## src/hw/rtl/tstc_pkg.sv

```systemverilog
// ----------------------------------------------------------------------------
// tstc_pkg
// Shared types, character codes and helpers for the timestamp text checker.
// ----------------------------------------------------------------------------
package tstc_pkg;

    // Field the matcher is currently working on
    typedef enum logic [2:0] {
        ST_YEAR   = 3'd0,
        ST_MONTH  = 3'd1,
        ST_DAY    = 3'd2,
        ST_HOUR   = 3'd3,
        ST_MINUTE = 3'd4,
        ST_SECOND = 3'd5,
        ST_TRAIL  = 3'd6
    } stage_t;

    // Character codes
    localparam logic [7:0] CH_SPACE = 8'h20;
    localparam logic [7:0] CH_TAB   = 8'h09;
    localparam logic [7:0] CH_VTAB  = 8'h0b;
    localparam logic [7:0] CH_LF    = 8'h0a;
    localparam logic [7:0] CH_CR    = 8'h0d;
    localparam logic [7:0] CH_DASH  = 8'h2d;
    localparam logic [7:0] CH_COLON = 8'h3a;
    localparam logic [7:0] CH_ZERO  = 8'h30;
    localparam logic [7:0] CH_NINE  = 8'h39;

    // Digit counts that end a field
    localparam logic [2:0] YEAR_DIGITS  = 3'd4;
    localparam logic [2:0] SHORT_DIGITS = 3'd2;

    // Verdict carried with each result beat
    typedef struct packed {
        logic complete;
        logic ok_so_far;
    } match_res_t;

    function automatic logic is_digit(input logic [7:0] c);
        is_digit = (c >= CH_ZERO) && (c <= CH_NINE);
    endfunction

    // Whitespace allowed in the year field, before its fourth digit
    function automatic logic is_lead_ws(input logic [7:0] c);
        is_lead_ws = (c == CH_SPACE) || (c == CH_TAB) || (c == CH_VTAB);
    endfunction

    // Whitespace allowed after the seconds
    function automatic logic is_trail_ws(input logic [7:0] c);
        is_trail_ws = (c == CH_SPACE) || (c == CH_TAB) || (c == CH_LF) ||
                      (c == CH_VTAB) || (c == CH_CR);
    endfunction

endpackage

```

## src/hw/rtl/tstc_matcher.sv

```systemverilog
// ----------------------------------------------------------------------------
// tstc_matcher
// Pattern state and the single-byte next-state logic of the checker.
// ----------------------------------------------------------------------------
module tstc_matcher (
    input  logic                  aclk,
    input  logic                  aresetn,
    input  logic                  step_en,   // one byte moves to the result stage
    input  logic [7:0]            ch,
    input  logic                  first,
    output tstc_pkg::match_res_t  res        // verdict after this byte
);

    tstc_pkg::stage_t stage_reg, stage_next;
    logic [2:0]       digits_reg, digits_next;
    logic             valid_reg, valid_next;

    tstc_pkg::stage_t cur_stage, new_stage;
    logic [2:0]       cur_digits, new_digits;
    logic             cur_valid;
    logic             hit;
    logic             dig;
    logic [7:0]       sep;
    logic [2:0]       digits_inc;

    // First byte of a subject starts from the reset state
    always_comb begin
        cur_stage  = first ? tstc_pkg::ST_YEAR : stage_reg;
        cur_digits = first ? 3'd0 : digits_reg;
        cur_valid  = first ? 1'b1 : valid_reg;
    end

    // Separator that closes each short field
    always_comb begin
        case (cur_stage)
            tstc_pkg::ST_MONTH:  sep = tstc_pkg::CH_DASH;
            tstc_pkg::ST_DAY:    sep = tstc_pkg::CH_SPACE;
            tstc_pkg::ST_HOUR:   sep = tstc_pkg::CH_COLON;
            tstc_pkg::ST_MINUTE: sep = tstc_pkg::CH_COLON;
            default:             sep = tstc_pkg::CH_COLON;
        endcase
    end

    // Match one byte
    always_comb begin
        dig        = tstc_pkg::is_digit(ch);
        digits_inc = cur_digits + 3'd1;
        new_stage  = cur_stage;
        new_digits = cur_digits;
        hit        = 1'b0;
        case (cur_stage)
            tstc_pkg::ST_YEAR: begin
                if (cur_digits < tstc_pkg::YEAR_DIGITS) begin
                    if (tstc_pkg::is_lead_ws(ch)) begin
                        hit = 1'b1;
                    end else if (dig) begin
                        hit        = 1'b1;
                        new_digits = digits_inc;
                    end
                end else if (ch == tstc_pkg::CH_DASH) begin
                    hit        = 1'b1;
                    new_stage  = tstc_pkg::ST_MONTH;
                    new_digits = 3'd0;
                end
            end
            tstc_pkg::ST_MONTH, tstc_pkg::ST_DAY,
            tstc_pkg::ST_HOUR, tstc_pkg::ST_MINUTE: begin
                if (cur_digits != 3'd0 && ch == sep) begin
                    hit        = 1'b1;
                    new_stage  = tstc_pkg::stage_t'(cur_stage + 3'd1);
                    new_digits = 3'd0;
                end else if (cur_digits < tstc_pkg::SHORT_DIGITS && dig) begin
                    hit        = 1'b1;
                    new_digits = digits_inc;
                end
            end
            tstc_pkg::ST_SECOND: begin
                if (dig) begin
                    hit = 1'b1;
                    if (digits_inc >= tstc_pkg::SHORT_DIGITS) begin
                        new_stage  = tstc_pkg::ST_TRAIL;
                        new_digits = 3'd0;
                    end else begin
                        new_digits = digits_inc;
                    end
                end
            end
            tstc_pkg::ST_TRAIL: begin
                hit = tstc_pkg::is_trail_ws(ch);
            end
            default: begin
                hit = 1'b0;
            end
        endcase
    end

    // State freezes once the subject has failed
    always_comb begin
        stage_next    = cur_stage;
        digits_next   = cur_digits;
        valid_next    = cur_valid;
        if (cur_valid) begin
            if (hit) begin
                stage_next  = new_stage;
                digits_next = new_digits;
            end else begin
                valid_next  = 1'b0;
            end
        end
        res.ok_so_far = valid_next;
        res.complete  = (stage_next == tstc_pkg::ST_TRAIL);
    end

    always_ff @(posedge aclk) begin
        if (!aresetn) begin
            stage_reg  <= tstc_pkg::ST_YEAR;
            digits_reg <= 3'd0;
            valid_reg  <= 1'b1;
        end else if (step_en) begin
            stage_reg  <= stage_next;
            digits_reg <= digits_next;
            valid_reg  <= valid_next;
        end
    end

endmodule

```

## src/hw/rtl/tstc_out_reg.sv

```systemverilog
// ----------------------------------------------------------------------------
// tstc_out_reg
// Result register holding one verdict beat for the downstream side.
// ----------------------------------------------------------------------------
module tstc_out_reg (
    input  logic                  aclk,
    input  logic                  aresetn,
    input  logic                  load,      // new verdict enters
    input  tstc_pkg::match_res_t  res,
    input  logic                  last_in,
    output logic                  ready,     // register can take a verdict
    output logic                  m_tvalid,
    input  logic                  m_tready,
    output logic [7:0]            m_tdata,   // [0] ok_so_far, [1] complete, [7:2] zero
    output logic                  m_tlast    // end_flag
);

    logic                 valid_reg;
    tstc_pkg::match_res_t res_reg;
    logic                 last_reg;

    assign ready = !valid_reg || m_tready;

    // Valid flag: set on load, cleared when taken
    always_ff @(posedge aclk) begin
        if (!aresetn) begin
            valid_reg <= 1'b0;
        end else if (ready) begin
            valid_reg <= load;
        end
    end

    // Payload
    always_ff @(posedge aclk) begin
        if (load && ready) begin
            res_reg  <= res;
            last_reg <= last_in;
        end
    end

    assign m_tvalid = valid_reg;
    assign m_tdata  = {6'd0, res_reg.complete, res_reg.ok_so_far};
    assign m_tlast  = last_reg;

endmodule

```

## src/hw/rtl/timestamp_text_checker_unit.sv

```systemverilog
// ----------------------------------------------------------------------------
// timestamp_text_checker_unit
// Byte-serial checker for "YYYY-M-D h:m:ss" style timestamp text.
// ----------------------------------------------------------------------------
// Usage:
//   Slave side takes one text byte per beat: s_tdata is the byte, s_tuser
//   marks the first byte of a new subject (matcher restarts before it is
//   checked), s_tlast marks the last byte of the subject.
//   Master side gives one verdict beat per input beat, in order:
//   m_tdata[0] ok_so_far, m_tdata[1] complete, m_tlast copies s_tlast.
//   The verdict for a subject is read on the beat with m_tlast set; a good
//   timestamp shows both ok_so_far and complete there.
//   Each input beat passes the input register, then the result register.
//   Throughput: one byte per cycle unless the result side stalls; the stage
//   and digit count update in one short compare path between the registers.
//   Reset (aresetn low, synchronous) empties both registers and returns
//   the matcher to the start of the year field.
//   When m_tready is low the result register holds; the input register
//   still fills once, then s_tready drops until the result is taken.
// ----------------------------------------------------------------------------
module timestamp_text_checker_unit (
    input  logic       aclk,
    input  logic       aresetn,
    input  logic       s_tvalid,
    output logic       s_tready,
    input  logic [7:0] s_tdata,    // [7:0] ch
    input  logic       s_tuser,    // first
    input  logic       s_tlast,    // final_byte
    output logic       m_tvalid,
    input  logic       m_tready,
    output logic [7:0] m_tdata,    // [0] ok_so_far, [1] complete, [7:2] zero
    output logic       m_tlast     // end_flag
);

    logic                 in_valid_reg;
    logic [7:0]           ch_reg;
    logic                 first_reg;
    logic                 last_reg;
    logic                 out_ready;
    logic                 step;
    tstc_pkg::match_res_t res;

    assign step     = in_valid_reg && out_ready;
    assign s_tready = !in_valid_reg || out_ready;

    // Input register valid
    always_ff @(posedge aclk) begin
        if (!aresetn) begin
            in_valid_reg <= 1'b0;
        end else if (s_tready) begin
            in_valid_reg <= s_tvalid;
        end
    end

    // Input register payload
    always_ff @(posedge aclk) begin
        if (s_tvalid && s_tready) begin
            ch_reg    <= s_tdata;
            first_reg <= s_tuser;
            last_reg  <= s_tlast;
        end
    end

    tstc_matcher u_matcher (
        .aclk    (aclk),
        .aresetn (aresetn),
        .step_en (step),
        .ch      (ch_reg),
        .first   (first_reg),
        .res     (res)
    );

    tstc_out_reg u_out_reg (
        .aclk     (aclk),
        .aresetn  (aresetn),
        .load     (in_valid_reg),
        .res      (res),
        .last_in  (last_reg),
        .ready    (out_ready),
        .m_tvalid (m_tvalid),
        .m_tready (m_tready),
        .m_tdata  (m_tdata),
        .m_tlast  (m_tlast)
    );

endmodule

```

## config.mk

```make
export PLATFORM = sky130hd
export DESIGN_NAME = timestamp_text_checker_unit
export DESIGN_NICKNAME = d
export VERILOG_FILES = /design/src/hw/rtl/tstc_pkg.sv /design/src/hw/rtl/tstc_matcher.sv /design/src/hw/rtl/tstc_out_reg.sv /design/src/hw/rtl/timestamp_text_checker_unit.sv
export SDC_FILE = /design/constraint.sdc
export NUM_CORES = 1
export LEC_CHECK = 0
export ABC_AREA = 0
export ABC_CLOCK_PERIOD_IN_PS = 3100
export BUFFER_PORTS_ARGS = -buffer_cell sky130_fd_sc_hd__buf_2
export CAP_MARGIN = 20
export CELL_PAD_IN_SITES_DETAIL_PLACEMENT = 1
export CELL_PAD_IN_SITES_GLOBAL_PLACEMENT = 2
export CORE_UTILIZATION = 36
export CTS_BUF_LIST = sky130_fd_sc_hd__clkbuf_2 sky130_fd_sc_hd__clkbuf_4 sky130_fd_sc_hd__clkbuf_8
export CTS_CLUSTER_DIAMETER = 200
export DETAILED_ROUTE_END_ITERATION = 16
export HOLD_SLACK_MARGIN = 0.05
export MAX_ROUTING_LAYER = met4
export PLACE_DENSITY = 0.78
export SLEW_MARGIN = 30
export SYNTH_ARGS = -nofsm -noshare
export SYNTH_HDL_FRONTEND = slang
export SYNTH_HIERARCHICAL = 1
export SYNTH_SLANG_ARGS = --single-unit
```

## constraint.sdc

```tcl
create_clock -name aclk -period 3.1 [get_ports aclk]
set_input_delay 0.775 -clock aclk [delete_from_list [all_inputs] [get_ports aclk]]
set_output_delay 0.775 -clock aclk [all_outputs]
set_load 0.02 [all_outputs]
```

### Yosys cells after proc, flatten, opt, wreduce, memory -nomap -nowiden

Cells that the tools add are included.

* bitwise gates (word level): 0
* reductions and logical operators: 17
* div/mod/pow operators: 0
* equality and inequality tests: 14
* magnitude comparators: 5
* add/subtract/negate cells: 2
* shifts and indexed selects: 0
* multiplexer cells: 32
* multipliers: 0

Operators by type and width (number)
* $mux W3: 19
* $eq A8 B4 Y1 const B: 4
* $pmux W3 S3: 2
* $eq A8 B6 Y1 const B: 2
* $eq A3 B3 Y1 const B: 4
* $pmux W5 S2: 1
* $mux W1: 9
* $eq A8 B6 Y1: 1
* $ge A8 B6 Y1 const B: 1
* $le A8 B6 Y1 const B: 1
* $logic_or A1 B1 Y1: 7
* $add A3 B1 Y3 const B: 2
* $eq A3 B2 Y1 const B: 2
* $logic_and A1 B1 Y1: 5
* $pmux W1 S4: 1
* $reduce_or A4 Y1: 1
* $eq A3 B1 Y1 const B: 1
* $ge A3 B2 Y1 const B: 1
* $logic_not A3 Y1: 1
* $lt A3 B2 Y1 const B: 1
* $lt A3 B3 Y1 const B: 1
* $reduce_bool A3 Y1: 1
* $logic_not A1 Y1: 2

* register bits after elaboration: 22
* memories: 0
* bits in writable memories: 0
* word-level logic and storage cells: 81
* bits in read-only memories: 0
* output and inout port bits: 11
* input port bits: 14
* latch bits: 0

### Longest topological paths before layout

* depth in word-level cells: 10
* mapped depth: 11
* mapped depth without buffers: 10

### By module

Netlist, hierarchy kept.

Modules (own cells, without submodules)
* tstc_matcher: seq. area each 140.1 sq um, instances 1, cells an instance 151, area each 1079.8 sq um
* timestamp_text_checker_unit: seq. area each 320.3 sq um, instances 1, cells an instance 16, area each 365.4 sq um
* tstc_out_reg: seq. area each 110.1 sq um, instances 1, cells an instance 15, area each 196.4 sq um

### Worst setup path after synthesis

Ideal clock, no wire load.

* kind: register to register
* start point: reg first_reg
* end point: reg u_matcher.digits_reg[2]
* cell stages (with the launch flop): 12
* slack: 0.672 ns
* period minus slack after synthesis: 2.428 ns
* arrival: 2.308 ns
* library setup time: 0.120 ns
* path buffers: 1
* required time: 2.980 ns
* path through: edfxtp_1 buf_6 inv_1 nand2_1 ha_1 inv_1 o21ai_1 a2111oi_4 nor2b_2 or4_1 mux2i_1 a21oi_1

* longest elaborated chain between the ends: 9
* elaborated cells on any way between the ends: 35
* those cells by class: 1 x add/sub; 3 x order compare; 7 x eq/ne; 19 x mux; 5 x reduce/logical

Ends and longest elaborated chain
* from (decl): line timestamp_text_checker_unit.sv:37 `logic first_reg;`
* from (signal assigned): line timestamp_text_checker_unit.sv:59 `first_reg <= s_tuser;`
* parallel branches: the longest is 8 deep, another holds $add A3 B1 Y3
* $mux W3 *: line tstc_matcher.sv:102 `if (cur_valid) begin`
* to (signal assigned): line tstc_matcher.sv:121 `digits_reg <= digits_next;`
* to (decl): line tstc_matcher.sv:15 `logic [2:0] digits_reg, digits_next;`

Mark *: on every way between the ends.
A chain may end at the register's enable or synchronous reset.

==> metrics.yaml <==
overflow: 0
route.met3.wl_um: 67
clock_latency_ns: 0.27
netlist_area_mm2: 0.001642
cp-end-kind: "flip-flop"
finalSetupViolCount: 0
total_leakage_power_nw: 0.6421
rrSetupSlack_ns: 0.32
gp_congestion: 0.8073
cp_slowest_cell: "a2111oi_4"
cpMostUsedCell: "inv_1"
die_area_mm2: 0.004834
top_layer: "met4"
crit_required_ns: 3.17
whs_path_depth: 0
fmax_ghz: 0.3592
report.final.slew_viol_count: 0
grt_pass1_wl_um: 6851
num_antenna_cells: 0
row_count: 24
start_kind: "flip-flop"
ys_seq_elements: 22
design.portCount: 25
slew_headroom_pct: 64.04
power_w: 0.0006848
cp_max_fo: 7
final_nets: 212
worstSetupPathType: "flip-flop to flip-flop"
wl_met1_um: 1965
track_usage_pct: 18.22
powerDensity_mw_per_mm2: 387.6
worst-path-buf-inv: 2
synth-main-ff-cell: "edfxtp_1"
hold_path_class: "flip-flop to flip-flop"
drtIter0Drc: 80
drt_first_pass_iters: 4
tightest_slew_ns: 0.5337
die_x_um: 69.53
grt_max_degree: 18
path_depth: 10
tns_ns: 0
reg2reg_from: "first_reg"
wl_um: 4048
largest_reg_flops: 8
syn_to_final_growth_pct: 7.622
cts_root_buffer: "clkbuf_8"
seq_area_frac_synth_pct: 34.76
max-vdd-ir-drop_uv: 221.3
timing.rr.end: "u_out_reg/m_tdata[1]"
cts_tree: "yes"
drc_errors: 0
antenna_found_initial: 0
io_buffer_count: 18
syn_area_per_cell_um2: 9.020
post_cts_buffers: 0
post-route-period-util_pct: 89.81
hp-start: "last_reg"
cp_top_family: "compound AO/OA/AOI/OAI gates"
drtAntennaViolNets: 0
start_util_pct: 37.70
synth.distinct_cells: 54
drive_above_1_share_pct: 20.10
cts_htree_levels: 1
maxCapViolCount: 0
cp_cell_sequence: "inv_1 -> nand2_1 -> ha_1 -> inv_1 -> o21ai_1 -> a2111oi_4 -> a21oi_1 -> a211oi_2 -> a2111oi_0 -> nor4_1"
cts_sinks: 22
die_h_um: 69.53
num_vias: 1378
core_mm2: 0.004354
wl_per_cell_um: 16.46
outcome: "complete, no violations"
hpwlAfterDp_um: 3076
cp.arrival_ns: 2.86
clock_skew_ns: 0.005492
nFillCells: 520
slowest_delay_ns: 0.51
synthArstFlopShare_pct: 0
yosysWarnings: 6
finalHoldViolations: 0
rsz0062_at_grt: "no"
via_per_inst: 5.602
met2WireLength_um: 1962
whs_endpoint: "u_out_reg/m_tlast"
clk_pin_slew_worst_paths_ns: 0.08
post-route-min-period_ns: 2.784
grt_pass1_vias: 1401
syn_inst: 182
cts-buffers-inserted: 3
clock_path_buffers: 2
ff2ff_path_depth: 10
synth_enable_flop_cells: 13
## Yosys cell counts, drive strengths merged (3+ instances only)
| library cell | count | area [µm²] |
|---|---|---|
| a32oi | 4 | 35.03 |
| nor2 | 11 | 41.29 |
| o21ai | 14 | 70.07 |
| dfxtp | 9 | 180.2 |
| buf | 14 | 123.9 |
| a21boi | 4 | 37.53 |
| inv | 9 | 33.78 |
| nor2b | 5 | 41.29 |
| a31oi | 3 | 18.77 |
| nand4 | 5 | 31.28 |
| nand3 | 7 | 35.03 |
| and2 | 6 | 46.30 |
| nand2 | 18 | 67.56 |
| nor4 | 3 | 18.77 |
| ha | 3 | 37.54 |
| and3 | 3 | 18.77 |
| edfxtp | 13 | 390.4 |
| a21oi | 13 | 65.06 |
| nand2b | 4 | 40.04 |
| nor3 | 5 | 25.02 |
## cells by family after synthesis
family / after synthesis / share of synthesized area (%)
buf+inv: 25 / 10.14
compound gates: 51 / 21.49
other cells: 1 / 0.2284
flops: 22 / 34.76
simple gates: 75 / 28.28
fa+ha+maj: 3 / 2.287
xor+xnor: 3 / 1.601
mux: 2 / 1.220
## worst register-to-register path: stages, from the launching register on
cell and delay [ns]:
edfxtp_1 0.39, inv_1 0.22, nand2_1 0.20, ha_1 0.25, inv_1 0.06, o21ai_1 0.13, a2111oi_4 0.51, a21oi_1 0.15
a211oi_2 0.30, a2111oi_0 0.12, nor4_1 0.24
## area by class of cell
cell class                 count  area, µm²  share of cell area (%)
inverter                       9      33.78                   1.912
clock inverter                 1      30.03                   1.700
multi-input combinational    140      928.4                   52.55
clock buffer                   3      41.29                   2.337
sequential                    22      570.5                   32.29
tap                           52      65.06                   3.683
timing repair buffer          19      97.59                   5.524
## worst max path at each step
| stage | startpoint | endpoint |
|---|---|---|
| 2_1_floorplan | first_reg | u_matcher/digits_reg[2] |
| 3_3_place_gp | first_reg | u_out_reg/m_tdata[1] |
| 3_5_place_dp | first_reg | u_out_reg/m_tdata[1] |
| 4_1_cts | first_reg | u_out_reg/m_tdata[1] |
| 5_1_grt | first_reg | u_out_reg/m_tdata[1] |
| 6_report | first_reg | u_out_reg/m_tdata[1] |
## through the flow
step           cells  util [%]  worst slack [ns]  area [µm²]  hold slack [ns]
5_1_grt          246     40.57           0.08840        1767           0.4457
3_5_place_dp     242     38.82            0.2834        1690           0.4180
3_3_place_gp     242     38.82            0.3723        1690           0.4211
2_1_floorplan    187         -            0.6716        1660           0.4003
4_1_cts          246     40.46            0.2115        1762           0.4393
6_report         246     40.57            0.3158        1767           0.4320
## layer usage
metal	vias to the layer above	track usage, %
li1	684	-
met1	668	23.32
met2	21	30.53
met3	5	1.744
met4	0	5.442
met5	-	-
## timing repair
action	4_1_cts	5_1_grt
endpoints found under the setup margin	0	1
hold buffers	0	0
gates resized for setup	0	1
## placed cells by master, fill, tap and decap left out, types with 4 or more instances in the layout
master	n
buf_2	18
nand2_1	18
edfxtp_1	13
a21oi_1	13
nor2_1	11
o21ai_0	10
inv_1	9
dfxtp_1	9
nand3_1	7
conb_1	6
nor3_1	5
nand4_1	5
o21ai_1	4
a32oi_1	4
## power by group
group          total (W)  leakage, nW  internal, W  switching [W]
Sequential      0.000338        0.198     0.000324      0.0000143
Combinational  0.0000772        0.408    0.0000279      0.0000494
Clock           0.000270       0.0357     0.000173      0.0000969
Power figures use the tool's default switching activity.
